<file path="config.mk">
export PLATFORM = sky130hd
export DESIGN_NAME = aabb_push_out_resolver_top_flat
export DESIGN_NICKNAME = d
export VERILOG_FILES = /design/src/hw/rtl/apor_pkg.sv /design/src/hw/rtl/apor_if.sv /design/src/hw/rtl/aabb_push_out_resolver_top.sv /design/src/hw/rtl/apor_resolve.sv /design/src/flat_wrapper.sv
export SDC_FILE = /design/constraint.sdc
export NUM_CORES = 2
export LEC_CHECK = 0
export BUFFER_PORTS_ARGS = -buffer_cell sky130_fd_sc_hd__buf_2
export CORE_MARGIN = 5
export CORE_UTILIZATION = 50
export DETAILED_ROUTE_END_ITERATION = 10
export PLACE_DENSITY = 0.76
export SLEW_MARGIN = 20
export SYNTH_ARGS = -nofsm -noshare
export SYNTH_HDL_FRONTEND = slang
export SYNTH_HIERARCHICAL = 1
export SYNTH_SLANG_ARGS = --single-unit
</file>
<file path="constraint.sdc">
create_clock -name clk -period 17.7 [get_ports clk]
set_input_delay 1.77 -clock clk [delete_from_list [all_inputs] [get_ports clk]]
set_output_delay 1.77 -clock clk [all_outputs]
set_load 0.05 [all_outputs]
</file>
<file path="src/hw/rtl/apor_pkg.sv">
// -----------------------------------------------------------------------------
// apor_pkg
// Shared types and constants for the box push-out resolver.
// -----------------------------------------------------------------------------
package apor_pkg;

  // width of each running shift total
  localparam int SHIFT_BITS = 32;

  // running totals and the grounded mark, passed between core and top
  typedef struct packed {
    logic signed [SHIFT_BITS-1:0] x;
    logic signed [SHIFT_BITS-1:0] y;
    logic signed [SHIFT_BITS-1:0] z;
    logic                         ground;
  } totals_t;

endpackage

</file>
<file path="src/hw/rtl/apor_if.sv">
// -----------------------------------------------------------------------------
// apor_if
// Request channels of the resolver: box items in, shift results out.
// -----------------------------------------------------------------------------
interface apor_item_if #(parameter int COORD_BITS = 31);
  logic                         valid;
  logic                         ready;
  logic                         kind;
  logic signed [COORD_BITS-1:0] min_x;
  logic signed [COORD_BITS-1:0] min_y;
  logic signed [COORD_BITS-1:0] min_z;
  logic signed [COORD_BITS-1:0] max_x;
  logic signed [COORD_BITS-1:0] max_y;
  logic signed [COORD_BITS-1:0] max_z;
  logic                         last;

  modport source (
    output valid, kind, min_x, min_y, min_z, max_x, max_y, max_z, last,
    input  ready
  );
  modport sink (
    input  valid, kind, min_x, min_y, min_z, max_x, max_y, max_z, last,
    output ready
  );
endinterface

interface apor_result_if;
  import apor_pkg::*;
  logic                         valid;
  logic                         ready;
  logic signed [SHIFT_BITS-1:0] shift_x;
  logic signed [SHIFT_BITS-1:0] shift_y;
  logic signed [SHIFT_BITS-1:0] shift_z;
  logic                         grounded;

  modport source (
    output valid, shift_x, shift_y, shift_z, grounded,
    input  ready
  );
  modport sink (
    input  valid, shift_x, shift_y, shift_z, grounded,
    output ready
  );
endinterface

</file>
<file path="src/hw/rtl/aabb_push_out_resolver_top.sv">
// -----------------------------------------------------------------------------
// aabb_push_out_resolver_top
// Minimum-axis push-out of a moving box against a stream of obstacle boxes.
// -----------------------------------------------------------------------------
// One item is taken every cycle while input is not held off. A request is
// captured in an input register, and the resolver then updates the kept box,
// the shift totals and the grounded mark from it; an item with last set loads
// the result register at that edge. The update of the kept box is a loop from
// one item to the next and is computed combinationally from the kept box and
// the input register. Input is held off only when a last item is waiting and
// the result register still holds a result that has not been taken.
module aabb_push_out_resolver_top #(
  parameter int COORD_BITS = 31
) (
  input logic           clk,
  input logic           rst,
  apor_item_if.sink     items,
  apor_result_if.source results
);
  import apor_pkg::*;

  // input register
  logic                         q_valid;
  logic                         q_kind;
  logic                         q_last;
  logic signed [COORD_BITS-1:0] q_box [6];

  // kept state
  logic signed [COORD_BITS-1:0] box [6];
  totals_t                      totals;

  // update path
  logic signed [COORD_BITS-1:0] box_hit [6];
  logic signed [COORD_BITS-1:0] box_next [6];
  totals_t                      tot_hit;
  totals_t                      totals_next;
  logic                         out_free;
  logic                         proc;

  // result register
  logic    res_valid;
  totals_t res;

  // handshake
  always_comb begin
    out_free    = !res_valid || results.ready;
    proc        = q_valid && (!q_last || out_free);
    items.ready = !q_valid || proc;
  end

  apor_resolve #(
    .COORD_BITS (COORD_BITS)
  ) u_resolve (
    .box         (box),
    .ob          (q_box),
    .totals      (totals),
    .box_next    (box_hit),
    .totals_next (tot_hit)
  );

  // load or obstacle
  always_comb begin
    for (int k = 0; k < 6; k++) begin
      box_next[k] = q_kind ? box_hit[k] : q_box[k];
    end
    totals_next = q_kind ? tot_hit : '0;
  end

  // capture request
  always_ff @(posedge clk) begin
    if (rst) begin
      q_valid <= 1'b0;
    end else if (items.ready) begin
      q_valid <= items.valid;
    end
    if (items.valid && items.ready) begin
      q_kind   <= items.kind;
      q_last   <= items.last;
      q_box[0] <= items.min_x;
      q_box[1] <= items.min_y;
      q_box[2] <= items.min_z;
      q_box[3] <= items.max_x;
      q_box[4] <= items.max_y;
      q_box[5] <= items.max_z;
    end
  end

  // kept box and totals
  always_ff @(posedge clk) begin
    if (rst) begin
      for (int k = 0; k < 6; k++) begin
        box[k] <= '0;
      end
      totals <= '0;
    end else if (proc) begin
      box    <= box_next;
      totals <= totals_next;
    end
  end

  // result register
  always_ff @(posedge clk) begin
    if (rst) begin
      res_valid <= 1'b0;
    end else if (proc && q_last) begin
      res_valid <= 1'b1;
    end else if (results.ready) begin
      res_valid <= 1'b0;
    end
    if (proc && q_last) begin
      res <= totals_next;
    end
  end

  assign results.valid    = res_valid;
  assign results.shift_x  = res.x;
  assign results.shift_y  = res.y;
  assign results.shift_z  = res.z;
  assign results.grounded = res.ground;

endmodule

</file>
<file path="src/hw/rtl/apor_resolve.sv">
// -----------------------------------------------------------------------------
// apor_resolve
// Combinational push-out of the moving box against one obstacle box:
// overlap test, least-magnitude axis choice, saturating box and total update.
// -----------------------------------------------------------------------------
module apor_resolve #(
  parameter int COORD_BITS = 31
) (
  input  logic signed [COORD_BITS-1:0] box [6],
  input  logic signed [COORD_BITS-1:0] ob [6],
  input  apor_pkg::totals_t            totals,
  output logic signed [COORD_BITS-1:0] box_next [6],
  output apor_pkg::totals_t            totals_next
);
  import apor_pkg::*;

  localparam int DW  = COORD_BITS + 1;                       // face distance
  localparam int BW  = COORD_BITS + 2;                       // moved coordinate
  localparam int SW  = ((DW > SHIFT_BITS) ? DW : SHIFT_BITS) + 1;  // total sum

  localparam logic signed [BW-1:0] BOX_MAX = {3'b000, {(COORD_BITS-1){1'b1}}};
  localparam logic signed [BW-1:0] BOX_MIN = {3'b111, {(COORD_BITS-1){1'b0}}};
  localparam logic signed [SW-1:0] SH_MAX  =
    {{(SW-SHIFT_BITS+1){1'b0}}, {(SHIFT_BITS-1){1'b1}}};
  localparam logic signed [SW-1:0] SH_MIN  =
    {{(SW-SHIFT_BITS+1){1'b1}}, {(SHIFT_BITS-1){1'b0}}};

  logic [2:0]             hit;
  logic                   overlap;
  logic signed [DW-1:0]   dist_hi [3];
  logic signed [DW-1:0]   dist_lo [3];
  logic [DW-1:0]          mag_hi  [3];
  logic [DW-1:0]          mag_lo  [3];
  logic signed [DW-1:0]   face_d  [3];
  logic [DW-1:0]          mag     [3];
  logic [1:0]             axis;
  logic signed [DW-1:0]   d_sel;
  logic signed [BW-1:0]   moved   [6];
  logic signed [SW-1:0]   tot_cur;
  logic signed [SW-1:0]   tot_sum;
  logic signed [SHIFT_BITS-1:0] tot_sat;

  // per-axis overlap and the smaller of the two face distances
  always_comb begin
    for (int i = 0; i < 3; i++) begin
      hit[i]     = (box[i] <= ob[i+3]) && (box[i+3] >= ob[i]);
      dist_hi[i] = DW'(ob[i+3]) - DW'(box[i]);
      dist_lo[i] = DW'(ob[i]) - DW'(box[i+3]);
      mag_hi[i]  = dist_hi[i][DW-1] ? DW'(-dist_hi[i]) : DW'(dist_hi[i]);
      mag_lo[i]  = dist_lo[i][DW-1] ? DW'(-dist_lo[i]) : DW'(dist_lo[i]);
      if (mag_hi[i] < mag_lo[i]) begin
        face_d[i] = dist_hi[i];
        mag[i]    = mag_hi[i];
      end else begin
        face_d[i] = dist_lo[i];
        mag[i]    = mag_lo[i];
      end
    end
    overlap = &hit;
  end

  // least magnitude wins, ties go x, y, z
  always_comb begin
    if (mag[0] <= mag[1] && mag[0] <= mag[2]) begin
      axis = 2'd0;
    end else if (mag[1] <= mag[2]) begin
      axis = 2'd1;
    end else begin
      axis = 2'd2;
    end
    d_sel = face_d[axis];
  end

  // on overlap, move the box on the chosen axis, saturating each face
  always_comb begin
    for (int k = 0; k < 6; k++) begin
      moved[k]    = BW'(box[k]) + BW'(d_sel);
      box_next[k] = box[k];
      if (overlap && (k % 3) == int'(axis)) begin
        if (moved[k] > BOX_MAX) begin
          box_next[k] = BOX_MAX[COORD_BITS-1:0];
        end else if (moved[k] < BOX_MIN) begin
          box_next[k] = BOX_MIN[COORD_BITS-1:0];
        end else begin
          box_next[k] = moved[k][COORD_BITS-1:0];
        end
      end
    end
  end

  // on overlap, saturating add to the running total of the chosen axis and grounded mark
  always_comb begin
    case (axis)
      2'd0:    tot_cur = SW'(totals.x);
      2'd1:    tot_cur = SW'(totals.y);
      default: tot_cur = SW'(totals.z);
    endcase
    tot_sum = tot_cur + SW'(d_sel);
    if (tot_sum > SH_MAX) begin
      tot_sat = SH_MAX[SHIFT_BITS-1:0];
    end else if (tot_sum < SH_MIN) begin
      tot_sat = SH_MIN[SHIFT_BITS-1:0];
    end else begin
      tot_sat = tot_sum[SHIFT_BITS-1:0];
    end

    totals_next = totals;
    if (overlap) begin
      // grounded is judged before the box moves
      if (ob[2] < box[5]) begin
        totals_next.ground = 1'b1;
      end
      case (axis)
        2'd0:    totals_next.x = tot_sat;
        2'd1:    totals_next.y = tot_sat;
        default: totals_next.z = tot_sat;
      endcase
    end
  end

endmodule

</file>
<file path="src/flat_wrapper.sv">
// flat-port wrapper written by rule: the top's interface ports become plain ports
module aabb_push_out_resolver_top_flat import apor_pkg::*;
#(
  parameter int COORD_BITS = 31
)
  (clk, rst, items_valid, items_kind, items_min_x, items_min_y, items_min_z, items_max_x, items_max_y, items_max_z, items_last, items_ready, results_valid, results_shift_x, results_shift_y, results_shift_z, results_grounded, results_ready);
  apor_item_if #(.COORD_BITS(COORD_BITS)) items_i ();
  apor_result_if results_i ();
  input logic clk;
  input logic rst;
  input wire logic [$bits(items_i.valid)-1:0] items_valid;
  input wire logic [$bits(items_i.kind)-1:0] items_kind;
  input wire logic [$bits(items_i.min_x)-1:0] items_min_x;
  input wire logic [$bits(items_i.min_y)-1:0] items_min_y;
  input wire logic [$bits(items_i.min_z)-1:0] items_min_z;
  input wire logic [$bits(items_i.max_x)-1:0] items_max_x;
  input wire logic [$bits(items_i.max_y)-1:0] items_max_y;
  input wire logic [$bits(items_i.max_z)-1:0] items_max_z;
  input wire logic [$bits(items_i.last)-1:0] items_last;
  output wire logic [$bits(items_i.ready)-1:0] items_ready;
  output wire logic [$bits(results_i.valid)-1:0] results_valid;
  output wire logic [$bits(results_i.shift_x)-1:0] results_shift_x;
  output wire logic [$bits(results_i.shift_y)-1:0] results_shift_y;
  output wire logic [$bits(results_i.shift_z)-1:0] results_shift_z;
  output wire logic [$bits(results_i.grounded)-1:0] results_grounded;
  input wire logic [$bits(results_i.ready)-1:0] results_ready;
  assign items_i.valid = items_valid;
  assign items_i.kind = items_kind;
  assign items_i.min_x = items_min_x;
  assign items_i.min_y = items_min_y;
  assign items_i.min_z = items_min_z;
  assign items_i.max_x = items_max_x;
  assign items_i.max_y = items_max_y;
  assign items_i.max_z = items_max_z;
  assign items_i.last = items_last;
  assign items_ready = items_i.ready;
  assign results_valid = results_i.valid;
  assign results_shift_x = results_i.shift_x;
  assign results_shift_y = results_i.shift_y;
  assign results_shift_z = results_i.shift_z;
  assign results_grounded = results_i.grounded;
  assign results_i.ready = results_ready;
  aabb_push_out_resolver_top #(.COORD_BITS(COORD_BITS)) u_core (.clk(clk), .rst(rst), .items(items_i), .results(results_i));
endmodule
</file>
Word level (Yosys, flattened, before mapping)
Cells that the tools add are included.
{"block": "word_totals", "ff_bits": 570, "elab_cells": 154, "output_inout_bits": 99}
{"block": "classes", "n_reduce_logical": 24, "order_cmp": 28, "mux": 52, "n_eq_ne": 6, "bitwise_logic": 1, "n_addsub": 19}
{"cell": "two-way mux 31 bit", "n": 24}
{"cell": "two-way mux 32 bit", "n": 19}
{"cell": "adder 31 x 32 -> 33 bit", "n": 6}
{"cell": "> comparator 33 x 31 -> 1 bit, second input constant", "n": 6}
{"cell": "< comparator 33 x 31 -> 1 bit, second input constant", "n": 6}
{"cell": "two-way mux 97 bit", "n": 2}
{"cell": "negation 32 bit", "n": 6}
{"cell": "subtractor 31 x 31 -> 32 bit", "n": 6}
{"cell": "less-or-equal comparator 32 bit", "n": 3}
{"cell": "< comparator 32 bit", "n": 3}
{"cell": ">= comparator 31 bit", "n": 3}
{"cell": "less-or-equal comparator 31 bit", "n": 3}
{"cell": "case mux 33 bit (2 select lines)", "n": 1}
{"cell": "binary-select mux 32 bit (select 2 bit)", "n": 1}
{"cell": "adder 33 x 32 -> 33 bit", "n": 1}
{"cell": "> comparator 33 x 32 -> 1 bit, second input constant", "n": 1}
{"cell": "< comparator 33 x 32 -> 1 bit, second input constant", "n": 1}
{"cell": "< comparator 31 bit", "n": 1}
{"cell": "logical AND 1 bit", "n": 10}
{"cell": "!= test 2 bit, second input constant", "n": 3}
{"cell": "AND reduction 2 bit", "n": 3}
{"cell": "== test 2 bit, first input constant", "n": 2}
{"cell": "zero test 2 bit", "n": 2}
{"cell": "two-way mux 2 bit", "n": 2}
{"cell": "other kinds (9)", "n": 15}

Depth between registers and ports, before layout
{"block": "depth", "depth_word": 19, "mapped_depth": 79, "depth_no_buf": 74}

Cells and area by module
The synthesis kept the hierarchy.
{"mod": "apor_resolve", "cells_per_inst": 5323, "instances": 1, "area_per_inst_um2": 37151.9}
{"mod": "aabb_push_out_resolver_top", "cells_per_inst": 1696, "instances": 1, "area_per_inst_um2": 22212.6}

Worst setup path after synthesis
OpenSTA, ideal clock, no wires.
{"block": "synth_path", "kind": "reg-to-reg", "start": "register u_core/box[17] (netlist name)", "end": "register u_core/box[103] (netlist name)", "t_arrival_ns": 14.975, "setup_ns": 0.081, "path_stages_with_launch": 76, "slack_ns": 2.644, "path_buffers": 11, "required_ns": 17.619, "cell_sequence": "dfxtp_1 > inv_1 > ha_1 > clkbuf_1 > nand3_1 > nor2_1 > and4_1 > o2111ai_1 > a211oi_1 > o32a_1 > clkbuf_1 > clkbuf_1 > nor2_1 > a21oi_1 > inv_1 > ha_1 > a21o_1 > a21o_1 > [... 40 more ...] > a21o_1 > a21o_1 > a21oi_1 > o21ai_0 > o41a_1 > a41o_1 > o41ai_1 > o21bai_1 > o41ai_1 > nor2_1 > o2bb2ai_1 > o32a_1 > nand4_1 > clkbuf_1 > clkbuf_1 > a2bb2oi_1 > mux2i_1 > a211oi_2"}
{"element": "start: declaration", "line": "aabb_push_out_resolver_top.sv:29", "source": "logic signed [COORD_BITS-1:0] box [6];"}
{"element": "start signal: assignment", "line": "aabb_push_out_resolver_top.sv:96", "source": "box <= box_next;"}

==> summary.md <==
| Metric | Value |
|---|---|
| Status | `finished, final reports clean` |
| Net Count, Synth | `7829` |
| Footprint of the multi-input gates | `42200 sq um` |
| HPWL Detailed | `155 mm` |
| Synthesized cell area | `59400 sq um` |
| GRT Total Usage | `30.9%` |
| Clock sink count | `570` |
| Grt total ovfl | `0` |
| Post-route setup TNS | `0 ns` |
| Vias per cell | `6.37` |
| Fin crit period | `16.66 ns` |
| Tightest Hold Check Type | `reg2reg` |
| Syn avg cell area | `8.46 sq um` |
| Drt wl/cell | `23.5 microns` |
| Final hold slack | `0.491 ns` |
| Setup Buffers After CTS | `0` |
| Ys async rst share | `0%` |
| Slew Limit Fails | `0` |
| Max-cap violations | `0` |
| Predominant post-synthesis flop cell | `edfxtp_1` |
| Post-synth top area cell | `edfxtp_1` |
| # nets final | `7946` |
| Crit path from | `u_core/box[19]$_SDFFE_PP0P_` |
| Antenna Nets Post-Route | `0` |
| Die Area | `126000 sq um` |
| Peak fanout along the critical path | `73` |
| Max stage delay on crit path | `0.69 ns` |
| Largest net degree at the start of global routing | `180` |
| Htree depth | `3` |
| Rows | `126` |
| Number of synthesized register bits | `570` |
| Count of cell types in the netlist | `102` |
| R2R Path Start | `u_core/box[19]$_SDFFE_PP0P_` |
| Final setup violation count | `0` |
| Setup CP Type | `reg2reg` |
| Area Overhead vs Synth | `8.78%` |
| Starting DRT DRC Count | `5452` |
| Ys Warns | `6` |
| Post-synthesis sequential area ratio | `24.0%` |
| Slew of the pin with the lowest slew margin | `1.28 ns` |
| Chip height | `355 microns` |
| Initial antenna violation count | `9` |
| Clock Latency Late Sink | `0.72 ns` |
| Pre-CTS setup slack | `1.36 ns` |
| Final clock skew | `0.0694 ns` |
| Top post-synthesis cells by area | `edfxtp_1, ha_1, dfxtp_1` |
| Worst Setup End Kind | `register` |
| Share of cells above drive strength 1 | `13.0%` |
| Gate count of the mapped netlist | `7019` |
| Top cell by count, worst path | `o21ai_0` |
| Crit path arrival time | `17.19 ns` |
| Post-synth top area share | `14.4%` |
| Via count | `55685` |
| Die Wd | `355 microns` |
| Drt first pass iters | `8` |
| Worst relative slew slack | `14.6%` |
| Clock transition at path regs | `0.06 ns` |
| DRC | `0` |
| CTS tree | `built` |
| Clock buffer depth | `3` |
| Core Area | `118000 sq um` |
| Root Buffer | `clkbuf_16` |
| Number of synthesized flops with an enable pin | `285` |
| # IOs | `291` |
| RSZ-0062 raised after global routing | `false` |
| FMAX | `0.0600 GHz` |
| Reg area | `14300 sq um` |
| Startpoint class of the critical path | `register` |
| Slack of the critical path | `1.04 ns` |
| Fin. Hold Viols | `0` |
| Vias in the first global route | `52457` |
| Final Wtd Congestion | `1.03` |
| Num CTS Buffers | `71` |
| First-pass GRT wire length | `309 mm` |
| Min-delay src | `u_core/totals[69]$_SDFFE_PP0P_` |
| Starting Density | `50.3%` |
| Slowest CP cell | `o41ai_1` |
| Layout fillers | `10697` |
| Port buffer count | `290` |
| Worst endpoint required time | `18.23 ns` |
| Final WL | `205 mm` |
| Final worst-path cycle share | `94.1%` |
## layer usage
metal  routed length [microns]  up-vias  track usage [%]
li1                          -    26114                -
met1                     86400    26533             40.5
met2                     89100     2545             47.5
met3                     17500      487             6.36
met4                     12200        6             17.0
met5                        47        -                0
## path summary, 6_finish.rpt
path / end / slack [ns] / cells after the start
worst max-delay path: u_core/box[130]$_SDFFE_PP0P_ / 1.04 / 65
worst min-delay path: u_core/totals[69]$_SDFFE_PP0P_ / 0.49 / 2
worst max register to register: u_core/box[130]$_SDFFE_PP0P_ / 1.04 / 65
worst min register to register: u_core/totals[69]$_SDFFE_PP0P_ / 0.49 / 2
## metrics by stage
stage               util (%)  instance area, sq um  std cells
global route            54.8                 64600       8736
CTS                     54.7                 64500       8731
global placement        52.7                 62100       8599
detailed placement      52.7                 62100       8599
finish                  54.8                 64600       8741
floorplan                  -                 59400       7019
## cells in the final DEF, fill, tap and decap left out, types with 30 or more instances in the layout
cell | synthesis | routed
dfxtp_1 | 285 | 284
nor2b_1 | 73 | 73
xnor2_1 | 271 | 271
edfxtp_1 | 285 | 285
and3_1 | 41 | 40
nand2_1 | 340 | 339
nor3_1 | 121 | 121
nand3_1 | 207 | 206
o21a_1 | 77 | 77
a31oi_1 | 59 | 57
or3_1 | 50 | 49
and2_1 | 137 | 135
nand2b_1 | 103 | 103
clkbuf_16 | 0 | 71
mux2_4 | 30 | 30
a21o_1 | 224 | 224
o21bai_1 | 49 | 49
buf_2 | 81 | 289
o211ai_1 | 32 | 32
a211oi_2 | 142 | 142
a21oi_1 | 800 | 795
nand4_1 | 71 | 71
nor2_1 | 435 | 435
buf_4 | 13 | 100
nor4_1 | 30 | 30
a2bb2oi_1 | 32 | 32
mux2i_1 | 347 | 340
ha_1 | 605 | 605
inv_1 | 381 | 381
xor2_1 | 212 | 212
mux2_1 | 64 | 64
mux2_2 | 156 | 156
o21ai_0 | 510 | 506
a211oi_1 | 94 | 93
o31ai_1 | 32 | 31
## sequential cells by signal, indices dropped and copies added (netlist names)
register	flops
u_core/box	186
u_core/results.shift_y	32
u_core/totals	97
u_core/results.valid	1
u_core/q_valid	1
u_core/q_last	1
u_core/results.shift_x	32
u_core/q_box	186
u_core/results.grounded	1
u_core/q_kind	1
u_core/results.shift_z	32
## worst max-delay path: cells and delay by family, from the launching register on
family,cells,cell delay [ns]
AOI/OAI and AO/OA,41,10.15
adders and majority gates,4,1.61
buffers and inverters,5,1.04
DFF,1,0.39
muxes,4,1.24
and+or+nand+nor,11,1.99
## final cells by class
class,count,area share [%]
Antenna cell,10,0.0388
Multi-Input combinational cell,5715,65.3
Clock inverter,44,0.833
Sequential cell,570,22.1
Timing Repair Buffer,396,3.61
Inverter,382,2.22
Clock buffer,88,2.90
Tap cell,1536,2.98
## cells in the mapped netlist, drive strengths merged, types with 15 or more instances
master and instances:
a211o 25, a211oi 236, a21boi 20, a21o 224, a21oi 802, a2bb2oi 32
a31o 19, a31oi 59, and2 141, and3 41, buf 131, clkbuf 221
dfxtp 285, edfxtp 285, ha 605, inv 382, mux2 250, mux2i 347
nand2 340, nand2b 103, nand3 207, nand3b 17, nand4 71, nor2 436
nor2b 73, nor3 121, nor3b 15, nor4 32, o211ai 33, o21a 77
o21ai 520, o21bai 49, o22ai 16, o31ai 32, or2 29, or3 50
xnor2 271, xor2 212
## what timing repair did
item	CTS	global route
resized for setup	0	2
hold buffers	0	0
setup endpoints to repair	0	95
## cells by family (layout without fill, tap and decap cells)
family,after synthesis,after routing,synth area share [%]
buffers and inverters,734,910,5.23
and+or+nand+nor,1716,1716,14.4
AOI/OAI and AO/OA,2295,2295,25.1
other,0,10,0
muxes,597,597,10.8
adders and majority gates,624,624,13.3
DFF,570,570,24.0
xor gates and xnor gates,483,483,7.13
Power is not shown: default switching activity piles up to over one toggle a cycle in this logic, so the estimate is an artifact.
